--- src/dpts_pkg.sv ---
`timescale 1ns / 1ps

package dpts_pkg;

   localparam int MAX_TASKS_DEF = 16;
   localparam int NAME_W        = 8;
   localparam int PRI_W         = 8;
   localparam int RT_W          = 16;
   localparam int INDEX_W       = 4;

   localparam logic REQ_LOAD = 1'b0;
   localparam logic REQ_TICK = 1'b1;

   typedef struct packed {
      logic [NAME_W-1:0] name;
      logic [PRI_W-1:0]  pri;
      logic [RT_W-1:0]   remaining;
   } entry_type;

   localparam int ENTRY_W = $bits(entry_type);

   typedef struct packed {
      logic               load_accepted;
      logic               ran_valid;
      logic [INDEX_W-1:0] ran_index;
      logic [NAME_W-1:0]  ran_name;
      logic [PRI_W-1:0]   ran_new_priority;
      logic [RT_W-1:0]    ran_remaining;
      logic               ran_finished;
      logic               all_finished;
   } rsp_payload_type;

endpackage

--- src/dpts_req_if.sv ---
`timescale 1ns / 1ps

interface dpts_req_if
   import dpts_pkg::*;
();
   logic              valid;
   logic              ready;
   logic              req_type;
   logic [NAME_W-1:0] task_name;
   logic [PRI_W-1:0]  task_priority;
   logic [RT_W-1:0]   task_runtime;

   modport source (output valid, output req_type, output task_name,
                   output task_priority, output task_runtime, input ready);
   modport sink   (input valid, input req_type, input task_name,
                   input task_priority, input task_runtime, output ready);
endinterface

--- src/dpts_rsp_if.sv ---
`timescale 1ns / 1ps

interface dpts_rsp_if
   import dpts_pkg::*;
();
   logic               valid;
   logic               ready;
   logic               load_accepted;
   logic               ran_valid;
   logic [INDEX_W-1:0] ran_index;
   logic [NAME_W-1:0]  ran_name;
   logic [PRI_W-1:0]   ran_new_priority;
   logic [RT_W-1:0]    ran_remaining;
   logic               ran_finished;
   logic               all_finished;

   modport source (output valid, output load_accepted, output ran_valid,
                   output ran_index, output ran_name, output ran_new_priority,
                   output ran_remaining, output ran_finished,
                   output all_finished, input ready);
   modport sink   (input valid, input load_accepted, input ran_valid,
                   input ran_index, input ran_name, input ran_new_priority,
                   input ran_remaining, input ran_finished,
                   input all_finished, output ready);
endinterface

--- src/dpts_ram.sv ---
`timescale 1ns / 1ps

module dpts_ram
   import dpts_pkg::*;
#(
   parameter int WIDTH = ENTRY_W,
   parameter int DEPTH = MAX_TASKS_DEF
) (
   input  logic                     clock,
   input  logic                     wr_en,
   input  logic [$clog2(DEPTH)-1:0] wr_addr,
   input  logic [WIDTH-1:0]         wr_data,
   input  logic [$clog2(DEPTH)-1:0] rd_addr,
   output logic [WIDTH-1:0]         rd_data
);

   logic [WIDTH-1:0] mem_ff [DEPTH];
   logic [WIDTH-1:0] rd_data_ff;

   always_ff @(posedge clock) begin
      if (wr_en) begin
         mem_ff[wr_addr] <= wr_data;
      end
      rd_data_ff <= mem_ff[rd_addr];
   end

   assign rd_data = rd_data_ff;

endmodule

--- src/dynamic_priority_tick_scheduler.sv ---
`timescale 1ns / 1ps
// Tick scheduler over a table of up to MAX_TASKS tasks (name, priority, run time).
// req_bus: one beat per item. req_type selects a load (append a task, refused
// when the table is full) or a tick (run the ready task of highest priority,
// lowest slot on a tie, then age its priority (not below zero) and run time by one).
// rsp_bus: exactly one beat per request beat, in order.
// A load answers from ST_LOAD; a tick answers from ST_FINISH after ST_SCAN
// and ST_DRAIN, since the task table sits in one RAM read port and the scan
// compares one slot per cycle against the running best.
// A new beat is taken only once the previous result is registered, so no
// request is taken before the block is through with the last one.
// The result register holds one beat. If the receiver stalls, the next item is
// still taken and worked, and then holds in its last step until the register
// frees; req_bus.ready stays low meanwhile.
// Reset (synchronous, active high) empties the table: no task ready, no slot
// used, no result pending. Table contents are not cleared; only ready slots are
// ever chosen by a tick.
module dynamic_priority_tick_scheduler
   import dpts_pkg::*;
#(
   parameter int MAX_TASKS = MAX_TASKS_DEF
) (
   input logic      clock,
   input logic      reset,
   dpts_req_if.sink   req_bus,
   dpts_rsp_if.source rsp_bus
);

   localparam int IDX_W = $clog2(MAX_TASKS);
   localparam int CNT_W = $clog2(MAX_TASKS + 1);

   typedef enum logic [4:0] {
      ST_IDLE   = 5'b00001,
      ST_LOAD   = 5'b00010,
      ST_SCAN   = 5'b00100,
      ST_DRAIN  = 5'b01000,
      ST_FINISH = 5'b10000
   } state_type;

   state_type         state_ff, state_in;
   logic [NAME_W-1:0] name_ff, name_in;
   logic [PRI_W-1:0]  pri_ff, pri_in;
   logic [RT_W-1:0]   rt_ff, rt_in;
   logic [IDX_W-1:0]  scan_idx_ff, scan_idx_in;
   logic              cmp_valid_ff, cmp_valid_in;
   logic [IDX_W-1:0]  cmp_idx_ff, cmp_idx_in;
   logic              found_ff, found_in;
   logic [IDX_W-1:0]  best_idx_ff, best_idx_in;
   logic [NAME_W-1:0] best_name_ff, best_name_in;
   logic [PRI_W-1:0]  best_pri_ff, best_pri_in;
   logic [RT_W-1:0]   best_rem_ff, best_rem_in;
   logic [MAX_TASKS-1:0] ready_ff, ready_in;
   logic [CNT_W-1:0]  ready_cnt_ff, ready_cnt_in;
   logic [CNT_W-1:0]  entry_cnt_ff, entry_cnt_in;
   logic              rsp_valid_ff, rsp_valid_in;
   rsp_payload_type   rsp_data_ff, rsp_data_in;

   logic               wr_en;
   logic [IDX_W-1:0]   wr_addr;
   entry_type          wr_entry;
   logic [ENTRY_W-1:0] rd_data;
   entry_type          rd_entry;
   logic               out_free;
   logic               take;
   logic [PRI_W-1:0]   new_pri;
   logic [RT_W-1:0]    new_rem;
   logic [IDX_W+INDEX_W-1:0] idx_ext;

   dpts_ram #(
      .WIDTH (ENTRY_W),
      .DEPTH (MAX_TASKS)
   ) u_table (
      .clock   (clock),
      .wr_en   (wr_en),
      .wr_addr (wr_addr),
      .wr_data (wr_entry),
      .rd_addr (scan_idx_ff),
      .rd_data (rd_data)
   );

   assign rd_entry = entry_type'(rd_data);
   assign out_free = !rsp_valid_ff || rsp_bus.ready;
   assign take     = cmp_valid_ff && ready_ff[cmp_idx_ff]
                     && (!found_ff || (rd_entry.pri > best_pri_ff));
   assign new_pri  = (best_pri_ff == '0) ? best_pri_ff : best_pri_ff - PRI_W'(1);
   assign new_rem  = best_rem_ff - RT_W'(1);
   assign idx_ext  = (IDX_W + INDEX_W)'(best_idx_ff);

   assign req_bus.ready = (state_ff == ST_IDLE);

   always_comb begin
      state_in     = state_ff;
      name_in      = name_ff;
      pri_in       = pri_ff;
      rt_in        = rt_ff;
      scan_idx_in  = scan_idx_ff;
      cmp_valid_in = 1'b0;
      cmp_idx_in   = scan_idx_ff;
      found_in     = found_ff;
      best_idx_in  = best_idx_ff;
      best_name_in = best_name_ff;
      best_pri_in  = best_pri_ff;
      best_rem_in  = best_rem_ff;
      ready_in     = ready_ff;
      ready_cnt_in = ready_cnt_ff;
      entry_cnt_in = entry_cnt_ff;
      rsp_valid_in = rsp_valid_ff && !rsp_bus.ready;
      rsp_data_in  = rsp_data_ff;
      wr_en        = 1'b0;
      wr_addr      = best_idx_ff;
      wr_entry     = '{name: best_name_ff, pri: new_pri, remaining: new_rem};

      // fold the slot read last cycle into the running best
      if (take) begin
         found_in     = 1'b1;
         best_idx_in  = cmp_idx_ff;
         best_name_in = rd_entry.name;
         best_pri_in  = rd_entry.pri;
         best_rem_in  = rd_entry.remaining;
      end

      unique case (state_ff)
         ST_IDLE: begin
            if (req_bus.valid) begin
               name_in     = req_bus.task_name;
               pri_in      = req_bus.task_priority;
               rt_in       = req_bus.task_runtime;
               scan_idx_in = '0;
               found_in    = 1'b0;
               state_in    = (req_bus.req_type == REQ_LOAD) ? ST_LOAD : ST_SCAN;
            end
         end
         ST_LOAD: begin
            if (out_free) begin
               rsp_data_in = '0;
               if (entry_cnt_ff < CNT_W'(MAX_TASKS)) begin
                  wr_en    = 1'b1;
                  wr_addr  = entry_cnt_ff[IDX_W-1:0];
                  wr_entry = '{name: name_ff, pri: pri_ff, remaining: rt_ff};
                  entry_cnt_in = entry_cnt_ff + CNT_W'(1);
                  if (rt_ff != '0) begin
                     ready_in[entry_cnt_ff[IDX_W-1:0]] = 1'b1;
                     ready_cnt_in = ready_cnt_ff + CNT_W'(1);
                  end
                  rsp_data_in.load_accepted = 1'b1;
               end
               rsp_data_in.all_finished = (ready_cnt_in == '0);
               rsp_valid_in = 1'b1;
               state_in     = ST_IDLE;
            end
         end
         ST_SCAN: begin
            cmp_valid_in = 1'b1;
            scan_idx_in  = scan_idx_ff + IDX_W'(1);
            if (scan_idx_ff == IDX_W'(MAX_TASKS - 1)) begin
               state_in = ST_DRAIN;
            end
         end
         ST_DRAIN: begin
            state_in = ST_FINISH;
         end
         ST_FINISH: begin
            if (out_free) begin
               rsp_data_in = '0;
               if (found_ff) begin
                  wr_en = 1'b1;
                  rsp_data_in.ran_valid        = 1'b1;
                  rsp_data_in.ran_index        = idx_ext[INDEX_W-1:0];
                  rsp_data_in.ran_name         = best_name_ff;
                  rsp_data_in.ran_new_priority = new_pri;
                  rsp_data_in.ran_remaining    = new_rem;
                  if (new_rem == '0) begin
                     ready_in[best_idx_ff] = 1'b0;
                     ready_cnt_in = ready_cnt_ff - CNT_W'(1);
                     rsp_data_in.ran_finished = 1'b1;
                  end
               end
               rsp_data_in.all_finished = (ready_cnt_in == '0);
               rsp_valid_in = 1'b1;
               state_in     = ST_IDLE;
            end
         end
         default: begin
            state_in = ST_IDLE;
         end
      endcase
   end

   always_ff @(posedge clock) begin
      if (reset) begin
         state_ff     <= ST_IDLE;
         cmp_valid_ff <= 1'b0;
         found_ff     <= 1'b0;
         ready_ff     <= '0;
         ready_cnt_ff <= '0;
         entry_cnt_ff <= '0;
         rsp_valid_ff <= 1'b0;
      end else begin
         state_ff     <= state_in;
         cmp_valid_ff <= cmp_valid_in;
         found_ff     <= found_in;
         ready_ff     <= ready_in;
         ready_cnt_ff <= ready_cnt_in;
         entry_cnt_ff <= entry_cnt_in;
         rsp_valid_ff <= rsp_valid_in;
      end
   end

   always_ff @(posedge clock) begin
      name_ff      <= name_in;
      pri_ff       <= pri_in;
      rt_ff        <= rt_in;
      scan_idx_ff  <= scan_idx_in;
      cmp_idx_ff   <= cmp_idx_in;
      best_idx_ff  <= best_idx_in;
      best_name_ff <= best_name_in;
      best_pri_ff  <= best_pri_in;
      best_rem_ff  <= best_rem_in;
      rsp_data_ff  <= rsp_data_in;
   end

   assign rsp_bus.valid            = rsp_valid_ff;
   assign rsp_bus.load_accepted    = rsp_data_ff.load_accepted;
   assign rsp_bus.ran_valid        = rsp_data_ff.ran_valid;
   assign rsp_bus.ran_index        = rsp_data_ff.ran_index;
   assign rsp_bus.ran_name         = rsp_data_ff.ran_name;
   assign rsp_bus.ran_new_priority = rsp_data_ff.ran_new_priority;
   assign rsp_bus.ran_remaining    = rsp_data_ff.ran_remaining;
   assign rsp_bus.ran_finished     = rsp_data_ff.ran_finished;
   assign rsp_bus.all_finished     = rsp_data_ff.all_finished;

   a_ready_count: assert property (@(posedge clock) disable iff (reset)
      $countones(ready_ff) == int'(ready_cnt_ff))
      else $error("ready count out of step with ready bits");

   a_ready_le_entries: assert property (@(posedge clock) disable iff (reset)
      ready_cnt_ff <= entry_cnt_ff)
      else $error("more ready tasks than loaded slots");

   a_entry_bound: assert property (@(posedge clock) disable iff (reset)
      entry_cnt_ff <= CNT_W'(MAX_TASKS))
      else $error("slot count beyond table size");

   a_winner_ready: assert property (@(posedge clock) disable iff (reset)
      (state_ff == ST_FINISH) && found_ff |-> ready_ff[best_idx_ff])
      else $error("selected task is not ready");

   a_one_result: assert property (@(posedge clock) disable iff (reset)
      rsp_valid_ff && !rsp_bus.ready |=> rsp_valid_ff)
      else $error("stalled result dropped");

endmodule

--- src/flat_wrapper.sv ---
// flat-port wrapper written by rule: the top's interface ports become plain ports
module dynamic_priority_tick_scheduler_flat import dpts_pkg::*;
#(
   parameter int MAX_TASKS = MAX_TASKS_DEF
)
  (clock, reset, req_bus_valid, req_bus_req_type, req_bus_task_name, req_bus_task_priority, req_bus_task_runtime, req_bus_ready, rsp_bus_valid, rsp_bus_load_accepted, rsp_bus_ran_valid, rsp_bus_ran_index, rsp_bus_ran_name, rsp_bus_ran_new_priority, rsp_bus_ran_remaining, rsp_bus_ran_finished, rsp_bus_all_finished, rsp_bus_ready);
  dpts_req_if req_bus_i ();
  dpts_rsp_if rsp_bus_i ();
  input logic clock;
  input logic reset;
  input wire logic [$bits(req_bus_i.valid)-1:0] req_bus_valid;
  input wire logic [$bits(req_bus_i.req_type)-1:0] req_bus_req_type;
  input wire logic [$bits(req_bus_i.task_name)-1:0] req_bus_task_name;
  input wire logic [$bits(req_bus_i.task_priority)-1:0] req_bus_task_priority;
  input wire logic [$bits(req_bus_i.task_runtime)-1:0] req_bus_task_runtime;
  output wire logic [$bits(req_bus_i.ready)-1:0] req_bus_ready;
  output wire logic [$bits(rsp_bus_i.valid)-1:0] rsp_bus_valid;
  output wire logic [$bits(rsp_bus_i.load_accepted)-1:0] rsp_bus_load_accepted;
  output wire logic [$bits(rsp_bus_i.ran_valid)-1:0] rsp_bus_ran_valid;
  output wire logic [$bits(rsp_bus_i.ran_index)-1:0] rsp_bus_ran_index;
  output wire logic [$bits(rsp_bus_i.ran_name)-1:0] rsp_bus_ran_name;
  output wire logic [$bits(rsp_bus_i.ran_new_priority)-1:0] rsp_bus_ran_new_priority;
  output wire logic [$bits(rsp_bus_i.ran_remaining)-1:0] rsp_bus_ran_remaining;
  output wire logic [$bits(rsp_bus_i.ran_finished)-1:0] rsp_bus_ran_finished;
  output wire logic [$bits(rsp_bus_i.all_finished)-1:0] rsp_bus_all_finished;
  input wire logic [$bits(rsp_bus_i.ready)-1:0] rsp_bus_ready;
  assign req_bus_i.valid = req_bus_valid;
  assign req_bus_i.req_type = req_bus_req_type;
  assign req_bus_i.task_name = req_bus_task_name;
  assign req_bus_i.task_priority = req_bus_task_priority;
  assign req_bus_i.task_runtime = req_bus_task_runtime;
  assign req_bus_ready = req_bus_i.ready;
  assign rsp_bus_valid = rsp_bus_i.valid;
  assign rsp_bus_load_accepted = rsp_bus_i.load_accepted;
  assign rsp_bus_ran_valid = rsp_bus_i.ran_valid;
  assign rsp_bus_ran_index = rsp_bus_i.ran_index;
  assign rsp_bus_ran_name = rsp_bus_i.ran_name;
  assign rsp_bus_ran_new_priority = rsp_bus_i.ran_new_priority;
  assign rsp_bus_ran_remaining = rsp_bus_i.ran_remaining;
  assign rsp_bus_ran_finished = rsp_bus_i.ran_finished;
  assign rsp_bus_all_finished = rsp_bus_i.all_finished;
  assign rsp_bus_i.ready = rsp_bus_ready;
  dynamic_priority_tick_scheduler #(.MAX_TASKS(MAX_TASKS)) u_core (.clock(clock), .reset(reset), .req_bus(req_bus_i), .rsp_bus(rsp_bus_i));
endmodule
--- config.mk ---
export PLATFORM = sky130hd
export DESIGN_NAME = dynamic_priority_tick_scheduler_flat
export DESIGN_NICKNAME = d
export VERILOG_FILES = /design/src/dpts_pkg.sv /design/src/dpts_req_if.sv /design/src/dpts_rsp_if.sv /design/src/dpts_ram.sv /design/src/dynamic_priority_tick_scheduler.sv /design/src/flat_wrapper.sv
export SDC_FILE = /design/constraint.sdc
export NUM_CORES = 1
export LEC_CHECK = 0
export ABC_AREA = 1
export ABC_CLOCK_PERIOD_IN_PS = 5400
export BUFFER_PORTS_ARGS = -buffer_cell sky130_fd_sc_hd__buf_2
export CORE_MARGIN = 2
export CORE_UTILIZATION = 35
export CTS_BUF_LIST = sky130_fd_sc_hd__clkbuf_8
export DETAILED_ROUTE_END_ITERATION = 6
export SETUP_SLACK_MARGIN = 0.05
export SLEW_MARGIN = 10
export SYNTH_ARGS = -nofsm -noshare
export SYNTH_HDL_FRONTEND = slang
export SYNTH_SLANG_ARGS = --single-unit
--- constraint.sdc ---
create_clock -name clock -period 5.4 [get_ports clock]
set_clock_uncertainty 0.2 [all_clocks]
set_input_delay 0 -clock clock [delete_from_list [all_inputs] [get_ports clock]]
set_output_delay 0 -clock clock [all_outputs]
set_load 0.01 [all_outputs]
======== Yosys cells after proc, flatten, opt, wreduce, memory -nomap -nowiden ========
Memories as Yosys holds them, arrays and structs flattened. A register that Yosys moved wholly into a read port is not among the register bits.
Cells that the tools add are included.
operators by class
  $add $sub $neg .......................... 6
  order comparisons ....................... 7
  equality and inequality tests ........... 15
  multiplexer cells ....................... 56
  bitwise operators ....................... 3
  reduce and logical (&&, ||, !) cells .... 24
operators by type and width
  kind                                                 number
  2-to-1 mux 16 bit                                    6
  2-to-1 mux 32 bit                                    3
  2-to-1 mux 40 bit                                    2
  one-hot mux 40 bit (2 select lines)                  1
  2-to-1 mux 5 bit                                     13
  2-to-1 mux 38 bit                                    1
  one-hot mux 16 bit (2 select lines)                  1
  one-hot mux 5 bit (4 select lines)                   1
  AND 16 bit                                           1
  logical NOT 16 bit                                   1
  2-to-1 mux 1 bit                                     16
  2-to-1 mux 4 bit                                     4
  != test 2 x 1 -> 1 bit, second input constant        8
  NOT 16 bit                                           1
  bitwise OR 16 bit                                    1
  nonzero test 16 bit                                  1
  subtractor 16 x 1 -> 16 bit, second input constant   1
  < comparator 4 x 5 -> 1 bit, second input constant   3
  adder 5 x 1 -> 5 bit, second input constant          2
  logical NOT 5 bit                                    2
  one-hot mux 5 bit (2 select lines)                   1
  AND reduction 3 bit                                  3
  demux 1 bit (select 4 bit)                           2
  >= comparator 4 x 1 -> 1 bit, second input constant  2
  other kinds (25)                                     34
storage, ports and cells
  bits in registers ....................... 150
  RAM bits ................................ 512
  input bits .............................. 37
  output and inout bits ................... 42
  logic and storage cells ................. 136
  memories kept ........................... 1
memory list
  memory                 depth  bits a word  read ports  clocked after memory_dff  wr ports  line            text
  u_core.u_table.mem_ff  16     32           1           1                         1         dpts_ram.sv:17  logic [WIDTH-1:0] mem_ff [DEPTH];

======== Logic depth before layout (Yosys ltp) ========
  word-level depth ........................ 10
  mapped depth ............................ 17

======== Hierarchy ========
Synthesis repeated with hierarchy kept, for this count alone.
unflattened totals
  cell total of the unflattened synthesis .. 2930
  area total of the unflattened synthesis .. 30026.3 sq um
modules (own cells, without submodules)
  module                           instances  cells an instance  area an instance (sq um)
  dpts_ram                         1          2122               22731.8
  dynamic_priority_tick_scheduler  1          808                7294.5

======== Worst setup path before layout ========
Ideal clock, no wire load.
  path type ............................... register to register
  from .................................... register u_core.state_ff[2]
  to ...................................... memory u_core.u_table.mem_ff[13][0] (netlist name) (enable)
  data arrival time ....................... 4.010 ns
  required time ........................... 4.779 ns
  setup slack ............................. 0.768 ns
  stages on the path, launching flop included .. 10
  path buffers ............................ 0
  cells stage by stage .................... dfxtp_1 > nor2_1 > inv_1 > nor3_2 > nor2_1 > nor2_2 > inv_1 > a21oi_2 > nand3_1 > nor2_1
on the way
  word-level cells in the longest chain between the ends .. 4
RTL lines
  item                                                                 line                                    text
  start, declared                                                      dynamic_priority_tick_scheduler.sv:40   state_type state_ff, state_in;
  start signal, assigned                                               dynamic_priority_tick_scheduler.sv:199  state_ff <= state_in;
  equality test 5 bit or equality test 5 x 2 -> 1 bit (tied branches)  dynamic_priority_tick_scheduler.sv:122  unique case (state_ff)
  one-hot mux 1 bit (2 select lines)                                   dynamic_priority_tick_scheduler.sv:122
  2-to-1 mux 1 bit                                                     dpts_ram.sv:21                          if (wr_en) begin
  2-to-1 mux 1 bit (not written as such)                               dpts_ram.sv:22                          mem_ff[wr_addr] <= wr_data;
  end, declared                                                        dpts_ram.sv:17
Parallel ways exist; a longest one is shown, timed or not.

======== Worst setup path after layout ========
  from .................................... register u_core.state_ff[2]
  to ...................................... memory u_core.u_table.mem_ff[1][30] (netlist name) (enable)
Same word-level chain as after synthesis.

==> qor.yml <==
place:
  port_buffers: 78
  dpl-instance-area_um2: 29500
  dp_hpwl_um: 42280
  place_congestion: 0.8418
  post-place-ws_ns: 1.363
floorplan:
  num_io_pins: 79
  fp.coreArea_um2: 78480
  die_x_um: 284.9
  die_area_um2: 81160
  rows: 103
  start_util_pct: 35.18
  die_height_um: 284.9
logic_synthesis:
  synth_nets: 2317
  synthArstFlopShare_pct: 0
  synth.avg_cell_area_um2: 12.21
  postSynthCellCount: 2261
  synth_sequential_area_ratio_pct: 72.93
  dominantRegCellSynth: "edfxtp_1"
  yosys_warnings: 0
  syn_area_um2: 27610
  synth_edf_count: 624
  ys_types: 42
  ys_ff_latch: 694
clock_tree:
  cts_buffers: 110
  cts_sinks: 694
  tritoncts: "done"
  clock-root-buffer: "clkbuf_8"
  clockBufferDepth: 3
  clkLatencyLatePin_ns: 0.74
  htree_levels: 3
  clk_pin_slew_worst_paths_ns: 0.07
  postCtsSetupBuffers: 0
sta:
  max_freq_ghz: 0.2462
  period_share_pct: 75.22
  layout_setup_ws_ns: 1.338
  max_slew_margin_pct: 15.87
  rsz0062_at_grt: "no"
  setup_tns_ns: 0
  slew_violations: 0
  hold_slack_ns: 0.1245
  period_minus_slack_ns: 4.062
  worst_pin_slew_ns: 1.259
  setup_viol_count_final: 0
  finalHoldViolCount: 0
setup_path:
  arrival_ns: 4.18
  worstPathRequired_ns: 5.51
  crit_type: "reg -> reg"
  worstPathMaxFanout: 35
  critPathCaptureType: "flop"
  start_kind: "flop"
global_routing:
  grt_max_degree: 206
  grt_pass1_vias: 18280
  grt_first_pass_wirelength_um: 109100
  grt_overflow: 0
  grt_antenna_before_repair: 0
  grtUsageTotal_pct: 17.44
route:
  viasPerCell: 5.149
  wl_per_cell_um: 19.95
  vias: 18590
  wl_um: 72000
  first_pass_iters: 5
  route.detailed.drc: 0
  final_antenna_net_count: 0
  first_iter_violations: 1560
cells_and_area:
  num-fill-cells: 7342
  area_growth_pct: 17.15
  nNetsFinal: 2526
  final_area_um2: 32350
  layout-drive-gt1-share_pct: 13.40
  final_util_pct: 41.22
  antennaDiodeCount: 0
power:
  p_per_area_nw_per_um2: 424.5
  ir_drop_uv: 298.9
  cellLeakagePower_nw: 11.41
run:
  drv_cap: 0
hold_path:
  hold_path.class: "in -> reg"
status:
  outcome: "completed"
-- critical path, stage by stage (launching register included) --
cell and delay (ns):
dfxtp_1 0.32, nor2_1 0.13, inv_1 0.10, nor3_2 0.15
buf_4 0.21, inv_2 0.10, nor2_2 0.20, inv_2 0.40
a21oi_2 0.36, nand3_1 0.36, nor2_4 1.07
-- cell usage in the layout (no fill, tap or decap), drive strengths merged, types with 36 or more instances in the layout --
cell type      n
clkbuf       119
dlygate4sd3   72
edfxtp       624
nand2        384
inv          181
dfxtp         70
o22ai         38
nand4         36
nor2         260
a21oi        129
a221oi        36
buf          139
nand3        113
o21ai        247
-- per-layer routing --
| layer | track usage (%) | wire [um] |
|---|---|---|
| met4 | 5.632 | 1804 |
| met5 | 0 | 0 |
| met1 | 23.76 | 31050 |
| met3 | 3.496 | 5436 |
| met2 | 28.03 | 33710 |
-- power by group --
part / internal [mW] / leakage, nW / switching [mW]
registers: 6.39 / 6.22 / 0.155
logic: 0.773 / 3.93 / 2.16
clock network: 2.19 / 1.26 / 2.07
total: 9.35 / 11.4 / 4.39
-- stage by stage --
stage,cells,power (mW)
finish,3610,13.73
global route,3610,14.39
CTS,3609,13.83
detailed placement,3335,9.530
global placement,3334,9.479
floorplan,2261,8.378
-- synth_stat cells, types with 2 or more instances --
cell type / number / area share (%)
a21oi_1: 127 / 2.3
a221oi_1: 36 / 1.1
a31oi_1: 2 / 0.045
buf_1: 11 / 0.15
buf_2: 6 / 0.11
clkbuf_1: 95 / 1.3
clkinv_1: 4 / 0.054
dfxtp_1: 70 / 5.1
edfxtp_1: 624 / 68
ha_1: 19 / 0.86
inv_1: 122 / 1.7
inv_2: 6 / 0.082
nand2_1: 370 / 5.0
nand2_2: 11 / 0.25
nand2_4: 3 / 0.12
nand3_1: 112 / 2.0
nand3b_1: 5 / 0.14
nand4_1: 36 / 0.82
nor2_1: 246 / 3.3
nor2_2: 7 / 0.16
nor2_4: 6 / 0.24
nor3_1: 6 / 0.11
nor3b_1: 2 / 0.054
nor4_1: 2 / 0.045
o211ai_1: 3 / 0.082
o21ai_0: 241 / 4.4
o21ai_1: 6 / 0.11
o221ai_1: 27 / 0.86
o22ai_1: 38 / 0.86
xor2_1: 6 / 0.19
-- kinds of logic (layout without fill, tap and decap cells) --
| family | Yosys count | count (layout) | share of synthesized area [%] |
|---|---|---|---|
| compound gates | 484 | 484 | 9.910 |
| xor+xnor | 6 | 6 | 0.1903 |
| fa+ha+maj | 19 | 19 | 0.8609 |
| buf+inv | 246 | 545 | 3.412 |
| flops | 694 | 694 | 72.93 |
| mux | 1 | 1 | 0.03625 |
| simple gates | 811 | 811 | 12.66 |
-- repair_timing --
action                                 CTS  global route
resized for setup                        0             0
setup endpoints to repair                0             0
endpoints found under the hold margin   89             0
hold buffers                            72             0
-- flip-flops by register name, summed over array words and instances (netlist names), 4 cells and up --
| register | cells |
|---|---|
| u_core.pri_ff | 8 |
| u_core.best_idx_ff | 4 |
| u_core.best_rem_ff | 16 |
| u_core.best_pri_ff | 8 |
| u_core.rt_ff | 16 |
| u_core.cmp_idx_in | 4 |
| u_core.rsp_bus.ran_name | 8 |
| u_core.rsp_bus.ran_index | 4 |
| u_core.rsp_bus.ran_new_priority | 8 |
| u_core.rsp_bus.ran_remaining | 16 |
| u_core.cmp_idx_ff | 4 |
| u_core.entry_cnt_ff | 5 |
| u_core.name_ff | 8 |
| u_core.u_table.rd_data | 32 |
| u_core.u_table.mem_ff | 512 |
| u_core.ready_cnt_ff | 5 |
| u_core.state_ff | 5 |
| u_core.best_name_ff | 8 |
| u_core.ready_ff | 16 |
-- final cells by class --
type / count / area [um^2] / area share (%)
inverter: 132 / 500.5 / 1.547
timing repair buffer: 211 / 1627 / 5.028
clock buffer: 119 / 1638 / 5.063
sequential: 694 / 20140 / 62.26
clock inverter: 83 / 462.9 / 1.431
tap: 1050 / 1314 / 4.061
multi-input combinational: 1321 / 6668 / 20.61
-- path summary, 6_finish.rpt --
path                         startpoint                      endpoint  slack, ns  depth (start not counted)
max                  u_core.state_ff[2]  u_core.u_table.mem_ff[1][30]       1.34                         10
max reg2reg          u_core.state_ff[2]  u_core.u_table.mem_ff[1][30]       1.34                         10
min reg2reg  u_core.u_table.rd_data[11]        u_core.best_rem_ff[11]       0.20                          0
min                       rsp_bus_ready          u_core.rsp_bus.valid       0.12                          7
Power figures use the tool's default switching activity.
